--- config.mk ---
export PLATFORM = sky130hd
export DESIGN_NAME = wmms_ctrl
export DESIGN_NICKNAME = d
export VERILOG_FILES = /design/src/rtl/windowed_mean_median_smoother_unit_macros.svh /design/src/rtl/wmms_pkg.sv /design/src/rtl/wmms_ctrl.sv
export SDC_FILE = /design/constraint.sdc
export NUM_CORES = 1
export LEC_CHECK = 0
export BUFFER_PORTS_ARGS = -buffer_cell sky130_fd_sc_hd__buf_2
export CORE_ASPECT_RATIO = 0.8
export CORE_UTILIZATION = 55
export CTS_CLUSTER_DIAMETER = 200
export DETAILED_ROUTE_END_ITERATION = 16
export GPL_TIMING_DRIVEN = 0
export PLACE_DENSITY_LB_ADDON = 0.25
export SKIP_LAST_GASP = 1
export SLEW_MARGIN = 20
export SYNTH_ARGS = -nofsm -noshare
export SYNTH_HDL_FRONTEND = slang
export SYNTH_SLANG_ARGS = --single-unit
--- constraint.sdc ---
create_clock -name clock -period 4.1 [get_ports clock]
set_clock_uncertainty 0.05 [all_clocks]
set_input_delay 0.82 -clock clock [delete_from_list [all_inputs] [get_ports clock]]
set_output_delay 0.82 -clock clock [all_outputs]
set_load 0.03 [all_outputs]
--- src/rtl/windowed_mean_median_smoother_unit_macros.svh ---
// Assertion macros used by the smoother top module.
`ifndef WINDOWED_MEAN_MEDIAN_SMOOTHER_UNIT_MACROS_SVH
`define WINDOWED_MEAN_MEDIAN_SMOOTHER_UNIT_MACROS_SVH

// The consequent must hold in the same cycle as the antecedent.
`define WMMS_ASSERT_SAME(label, clk, rst, ante, cons) \
   label: assert property (@(posedge clk) disable iff (rst) (ante) |-> (cons)) \
      else $error("smoother assertion failed");

// The consequent must hold in the cycle after the antecedent.
`define WMMS_ASSERT_NEXT(label, clk, rst, ante, cons) \
   label: assert property (@(posedge clk) disable iff (rst) (ante) |=> (cons)) \
      else $error("smoother assertion failed");

`endif

--- src/rtl/wmms_pkg.sv ---
`default_nettype none
package wmms_pkg;
   localparam int TIME_W  = 48;
   localparam int VALUE_W = 32;

   localparam logic CSR_SMOOTH_MODE = 1'b0;
   localparam logic CSR_HALF_WIDTH  = 1'b1;

   typedef enum logic [2:0] {
      OP_NONE,
      OP_CENTER,
      OP_SCAN,
      OP_CAND,
      OP_RANK
   } op_type;

   typedef enum logic [1:0] {
      SEL_PASS,
      SEL_EMPTY,
      SEL_MEAN,
      SEL_MEDIAN
   } sel_type;

   typedef struct packed {
      logic    store_en;
      op_type  op;
      logic    clr_acc;
      logic    clr_rank;
      logic    rank_eval;
      logic    div_start;
      logic    div_step;
      logic    out_load;
      sel_type out_sel;
      logic    out_last;
   } cmd_type;

   typedef struct packed {
      logic out_free;
   } stat_type;
endpackage
`default_nettype wire

--- src/rtl/wmms_ctrl.sv ---
`default_nettype none
module wmms_ctrl import wmms_pkg::*; #(
   parameter int MAX_SLOTS = 64
) (
   input  wire logic                              clock,
   input  wire logic                              reset,
   input  wire logic                              in_transfer,
   input  wire logic                              in_last,
   input  wire logic                              smooth_mode,
   input  wire logic [$clog2(MAX_SLOTS+1)-1:0]    win_cnt,
   input  wire stat_type                          stat,
   output logic                                   in_ready,
   output cmd_type                                cmd,
   output logic [$clog2(MAX_SLOTS)-1:0]           slot_addr,
   output logic [$clog2(MAX_SLOTS)-1:0]           win_addr
);
   localparam int IW = $clog2(MAX_SLOTS);
   localparam int CW = $clog2(MAX_SLOTS + 1);
   localparam int SW = VALUE_W + CW;
   localparam int DW = $clog2(SW);

   typedef enum logic [3:0] {
      S_LOAD, S_CENTER, S_CENTER_W, S_SCAN, S_SCAN_W, S_DECIDE, S_DIV,
      S_CAND, S_CAND_W, S_RANK, S_RANK_W, S_EVAL, S_OUT
   } state_type;

   state_type     state_ff;
   logic [CW-1:0] count_ff;
   logic [IW-1:0] idx_ff, scan_ff, cidx_ff;
   logic [DW-1:0] div_ff;
   sel_type       sel_ff;

   logic          idx_last, scan_n_last, scan_w_last, cidx_last;

   always_comb begin
      idx_last    = CW'(idx_ff) == count_ff - 1'b1;
      scan_n_last = CW'(scan_ff) == count_ff - 1'b1;
      scan_w_last = CW'(scan_ff) == win_cnt - 1'b1;
      cidx_last   = CW'(cidx_ff) == win_cnt - 1'b1;
   end

   always_comb begin
      cmd       = '0;
      cmd.op    = OP_NONE;
      cmd.out_sel = sel_ff;
      cmd.out_last = idx_last;
      in_ready  = state_ff == S_LOAD;
      slot_addr = idx_ff;
      win_addr  = scan_ff;
      case (state_ff)
         S_LOAD: begin
            slot_addr    = count_ff[IW-1:0];
            cmd.store_en = in_transfer && (count_ff < CW'(MAX_SLOTS));
         end
         S_CENTER: begin
            cmd.op      = OP_CENTER;
            cmd.clr_acc = 1'b1;
         end
         S_SCAN: begin
            slot_addr = scan_ff;
            cmd.op    = OP_SCAN;
         end
         S_DECIDE: begin
            cmd.div_start = 1'b1;
         end
         S_DIV: begin
            cmd.div_step = 1'b1;
         end
         S_CAND: begin
            win_addr     = cidx_ff;
            cmd.op       = OP_CAND;
            cmd.clr_rank = 1'b1;
         end
         S_RANK: begin
            cmd.op = OP_RANK;
         end
         S_EVAL: begin
            cmd.rank_eval = 1'b1;
         end
         S_OUT: begin
            cmd.out_load = stat.out_free;
         end
         default: begin
         end
      endcase
   end

   always_ff @(posedge clock) begin
      if (reset) begin
         state_ff <= S_LOAD;
         count_ff <= '0;
         idx_ff   <= '0;
         scan_ff  <= '0;
         cidx_ff  <= '0;
         div_ff   <= '0;
         sel_ff   <= SEL_PASS;
      end else begin
         case (state_ff)
            S_LOAD: begin
               if (in_transfer) begin
                  if (count_ff < CW'(MAX_SLOTS)) begin
                     count_ff <= count_ff + 1'b1;
                  end
                  if (in_last) begin
                     idx_ff   <= '0;
                     state_ff <= S_CENTER;
                  end
               end
            end
            S_CENTER: begin
               state_ff <= S_CENTER_W;
            end
            S_CENTER_W: begin
               scan_ff <= '0;
               if (count_ff == CW'(1)) begin
                  sel_ff   <= SEL_PASS;
                  state_ff <= S_OUT;
               end else begin
                  state_ff <= S_SCAN;
               end
            end
            S_SCAN: begin
               scan_ff <= scan_ff + 1'b1;
               if (scan_n_last) begin
                  state_ff <= S_SCAN_W;
               end
            end
            S_SCAN_W: begin
               state_ff <= S_DECIDE;
            end
            S_DECIDE: begin
               div_ff  <= '0;
               cidx_ff <= '0;
               if (win_cnt == '0) begin
                  sel_ff   <= SEL_EMPTY;
                  state_ff <= S_OUT;
               end else if (!smooth_mode) begin
                  sel_ff   <= SEL_MEAN;
                  state_ff <= S_DIV;
               end else begin
                  sel_ff   <= SEL_MEDIAN;
                  state_ff <= S_CAND;
               end
            end
            S_DIV: begin
               div_ff <= div_ff + 1'b1;
               if (div_ff == DW'(SW - 1)) begin
                  state_ff <= S_OUT;
               end
            end
            S_CAND: begin
               state_ff <= S_CAND_W;
            end
            S_CAND_W: begin
               scan_ff  <= '0;
               state_ff <= S_RANK;
            end
            S_RANK: begin
               scan_ff <= scan_ff + 1'b1;
               if (scan_w_last) begin
                  state_ff <= S_RANK_W;
               end
            end
            S_RANK_W: begin
               state_ff <= S_EVAL;
            end
            S_EVAL: begin
               cidx_ff <= cidx_ff + 1'b1;
               state_ff <= cidx_last ? S_OUT : S_CAND;
            end
            S_OUT: begin
               if (stat.out_free) begin
                  if (idx_last) begin
                     count_ff <= '0;
                     state_ff <= S_LOAD;
                  end else begin
                     idx_ff   <= idx_ff + 1'b1;
                     state_ff <= S_CENTER;
                  end
               end
            end
            default: begin
               state_ff <= S_LOAD;
            end
         endcase
      end
   end
endmodule
`default_nettype wire
==> flow_metrics.py <==
metrics = {
    "timing": {
        "fin_crit_ps": 3510,
        "setup_violations": 0,
        "hold_violations": 0,
        "slew_violations": 0,
        "grt_setup_unrepaired": "false",
        "fin_ws_ps": 593,
        "worst_pin_slew_ps": 799,
        "whs_ps": 425,
        "slew_headroom": 0.462,
        "tns_ps": 0,
        "fmax_mhz": 285,
        "min_period_over_period": 0.855,
    },
    "yosys": {
        "seq_area_frac_synth": 0.241,
        "ys_async_sr_fraction": 0,
        "synth_compound_area_frac": 0.219,
        "synth_top_family_by_area": "simple AND/OR/NAND/NOR gates",
        "syn_nets": 420,
        "synthXorXnorAreaFrac": 0.101,
        "postSynthRegisterBits": 37,
        "syn-instance-count": 397,
        "synthSimpleGateAreaFrac": 0.294,
        "synth_warnings": 0,
        "synthMuxAreaShare": 0.0435,
        "syn-mean-instance-area_um2": 7.75,
        "synth-main-ff-cell": "dfxtp_1",
        "synth.distinct_cells": 69,
        "syn-cell-area_mm2": 0.00308,
        "synth_fa_ha_area_frac": 0.0439,
        "synth-edff-count": 0,
    },
    "clock_tree": {
        "clock_tree.buffer_depth": 2,
        "postCtsHoldBufs": 0,
        "cts_buffers": 5,
        "cts_tree": "done",
        "clk_latency_ps": 300,
        "root_buffer": "clkbuf_8",
        "h-tree-depth": 2,
        "ctsResizeCount": 0,
        "post_cts_buffers": 0,
        "clkSlewWorstSetupHoldPaths_ps": 80,
        "cts_sinks": 37,
    },
    "worst_setup_path": {
        "worstSetupStartpointType": "flip-flop",
        "path_max_fanout": 7,
        "crit_required_ps": 3230,
        "crit_chain": "buf_4 -> inv_1 -> ha_1 -> nor3b_4 -> mux2_4 -> o221ai_2 -> and3_1 -> buf_4 -> buf_2",
        "endpoint_kind": "output port",
        "crit_top_cell": "buf_4",
        "worstSetupPathType": "reg -> out",
        "arrival_ps": 2640,
        "slowest_stage": "nor3b_4",
        "max_stage_delay_ps": 350,
    },
    "detailed_routing": {
        "post-route-drc-count": 0,
        "detail-route-antenna-nets": 0,
        "vias_per_cell": 6.10,
        "first_iter_violations": 262,
        "firstDrtPassIters": 4,
        "vias": 3063,
        "wire_per_inst_um": 16.2,
        "drt-total-wl_um": 8130,
    },
    "grt": {
        "grt_usage": 0.284,
        "grt_pass1_wl_um": 12900,
        "grt_pass1_vias": 2605,
        "grt_overflow_total": 0,
        "grt_max_degree": 13,
        "antenna_found_initial": 0,
    },
    "final_layout": {
        "n_antenna_cell": 0,
        "layout.nets": 462,
        "fillers": 444,
        "final_util": 0.666,
        "fin_cells": 502,
        "area.growth.synth_to_final_pct": 12.1,
        "drive_above_1_share": 0.177,
        "design_area_mm2": 0.00345,
        "layout_commonest_cell": "nor2_1",
        "mostFrequentLayoutCells": "47 x nor2_1, 46 x nand2_1, 40 x buf_2, 37 x dfxtp_1, 26 x a21oi_1",
    },
    "worst_hold_path": {
        "min_path_type": "reg -> reg",
    },
    "placement": {
        "dpl_cell_area_mm2": 0.00333,
        "post-dp-hpwl_um": 6070,
        "io_buffers": 35,
        "dp.cells": 494,
        "globalplace.congestion": 0.943,
        "place_ws_ps": 873,
    },
    "job": {
        "drv_cap": 0,
    },
    "floorplan": {
        "core_mm2": 0.00518,
        "die_area_mm2": 0.00590,
        "start_util": 0.594,
        "fp.dieW_um": 85.6,
        "die_height_um": 68.9,
        "pin_count": 39,
        "row_count": 23,
    },
    "pwr": {
        "finalPower_mw": 1.16,
        "ir_drop_mv": 0.186,
        "leakagePower_nw": 1.47,
        "cellPowerDensity_mw_per_mm2": 337,
    },
    "status": {
        "status": "completed",
    },
}
==> critical path: cells and delay by family, from the launching register on <==
family                     cells  cell delay, ps
muxes                          1             340
AOI/OAI and AO/OA              1             250
and+or+nand+nor                2             550
DFF                            1             340
buffers and inverters          4             570
adders and majority gates      1             290
==> logic make-up (layout without fill, tap and decap cells) <==
group | after synthesis | after routing
multiplexers | 12 | 12
AND/OR/NAND/NOR | 177 | 177
adder cells (fa/ha/maj) | 11 | 11
XOR/XNOR | 26 | 26
buffers and inverters | 42 | 85
flip-flops | 37 | 37
AO/OA/AOI/OAI | 92 | 92
==> registers in the layout (all words and copies together), names as in the netlist <==
name,cells
state_ff,4
cidx_ff,6
div_ff,6
sel_ff,2
count_ff,7
idx_ff,6
scan_ff,6
==> final timing paths <==
path,from,to,slack (ps),depth (start not counted)
hold / removal,sel_ff[1],sel_ff[1],430,2
setup reg to reg,count_ff[0],count_ff[5],940,10
setup / recovery,count_ff[0],cmd[0],590,9
hold reg to reg,sel_ff[1],sel_ff[1],430,2
==> metal layers <==
| metal | part of all wire | vias to the layer above | routed length, µm | global-route usage |
|---|---|---|---|---|
| li1 | - | 1506 | - | - |
| met3 | 0.078 | 10 | 631 | 0.0560 |
| met1 | 0.49 | 1432 | 3960 | 0.415 |
| met2 | 0.42 | 115 | 3450 | 0.430 |
| met5 | 0 | - | 0 | 0 |
| met4 | 0.011 | 0 | 88 | 0.0667 |
==> synthesized netlist by cell type, types with 5 or more instances <==
cell | n | area [µm²]
a22oi_1 | 5 | 37.5
a21oi_1 | 26 | 130
nand2b_1 | 6 | 37.5
buf_2 | 5 | 25.0
nor3_1 | 8 | 40.0
dfxtp_1 | 37 | 741
nand4_1 | 6 | 37.5
nor2_1 | 47 | 176
o21ai_0 | 15 | 75.1
clkbuf_1 | 14 | 52.6
and3_1 | 5 | 31.3
nor2b_1 | 5 | 31.3
nand3b_1 | 5 | 37.5
nand2_1 | 46 | 173
xnor3_1 | 5 | 113
xnor2_1 | 16 | 140
nand3_1 | 25 | 125
inv_1 | 18 | 67.6
ha_1 | 10 | 125
mux2_2 | 7 | 78.8
or2_2 | 6 | 37.5
==> where the power goes <==
group | switching [mW] | total (mW) | internal [mW]
logic | 0.290 | 0.433 | 0.143
clock network | 0.142 | 0.340 | 0.198
registers | 0.0175 | 0.390 | 0.372
==> cell type report <==
| class | count | area (µm²) | area share |
|---|---|---|---|
| Inverter | 18 | 67.6 | 0.0196 |
| Timing Repair Buffer | 35 | 175 | 0.0508 |
| Tap cell | 62 | 77.6 | 0.0225 |
| Multi-Input combinational cell | 318 | 2160 | 0.625 |
| Buffer | 24 | 111 | 0.0323 |
| Clock buffer | 6 | 82.6 | 0.0239 |
| Clock inverter | 2 | 37.5 | 0.0109 |
| Sequential cell | 37 | 741 | 0.215 |
No activity file was read; power rests on OpenSTA's default activity.
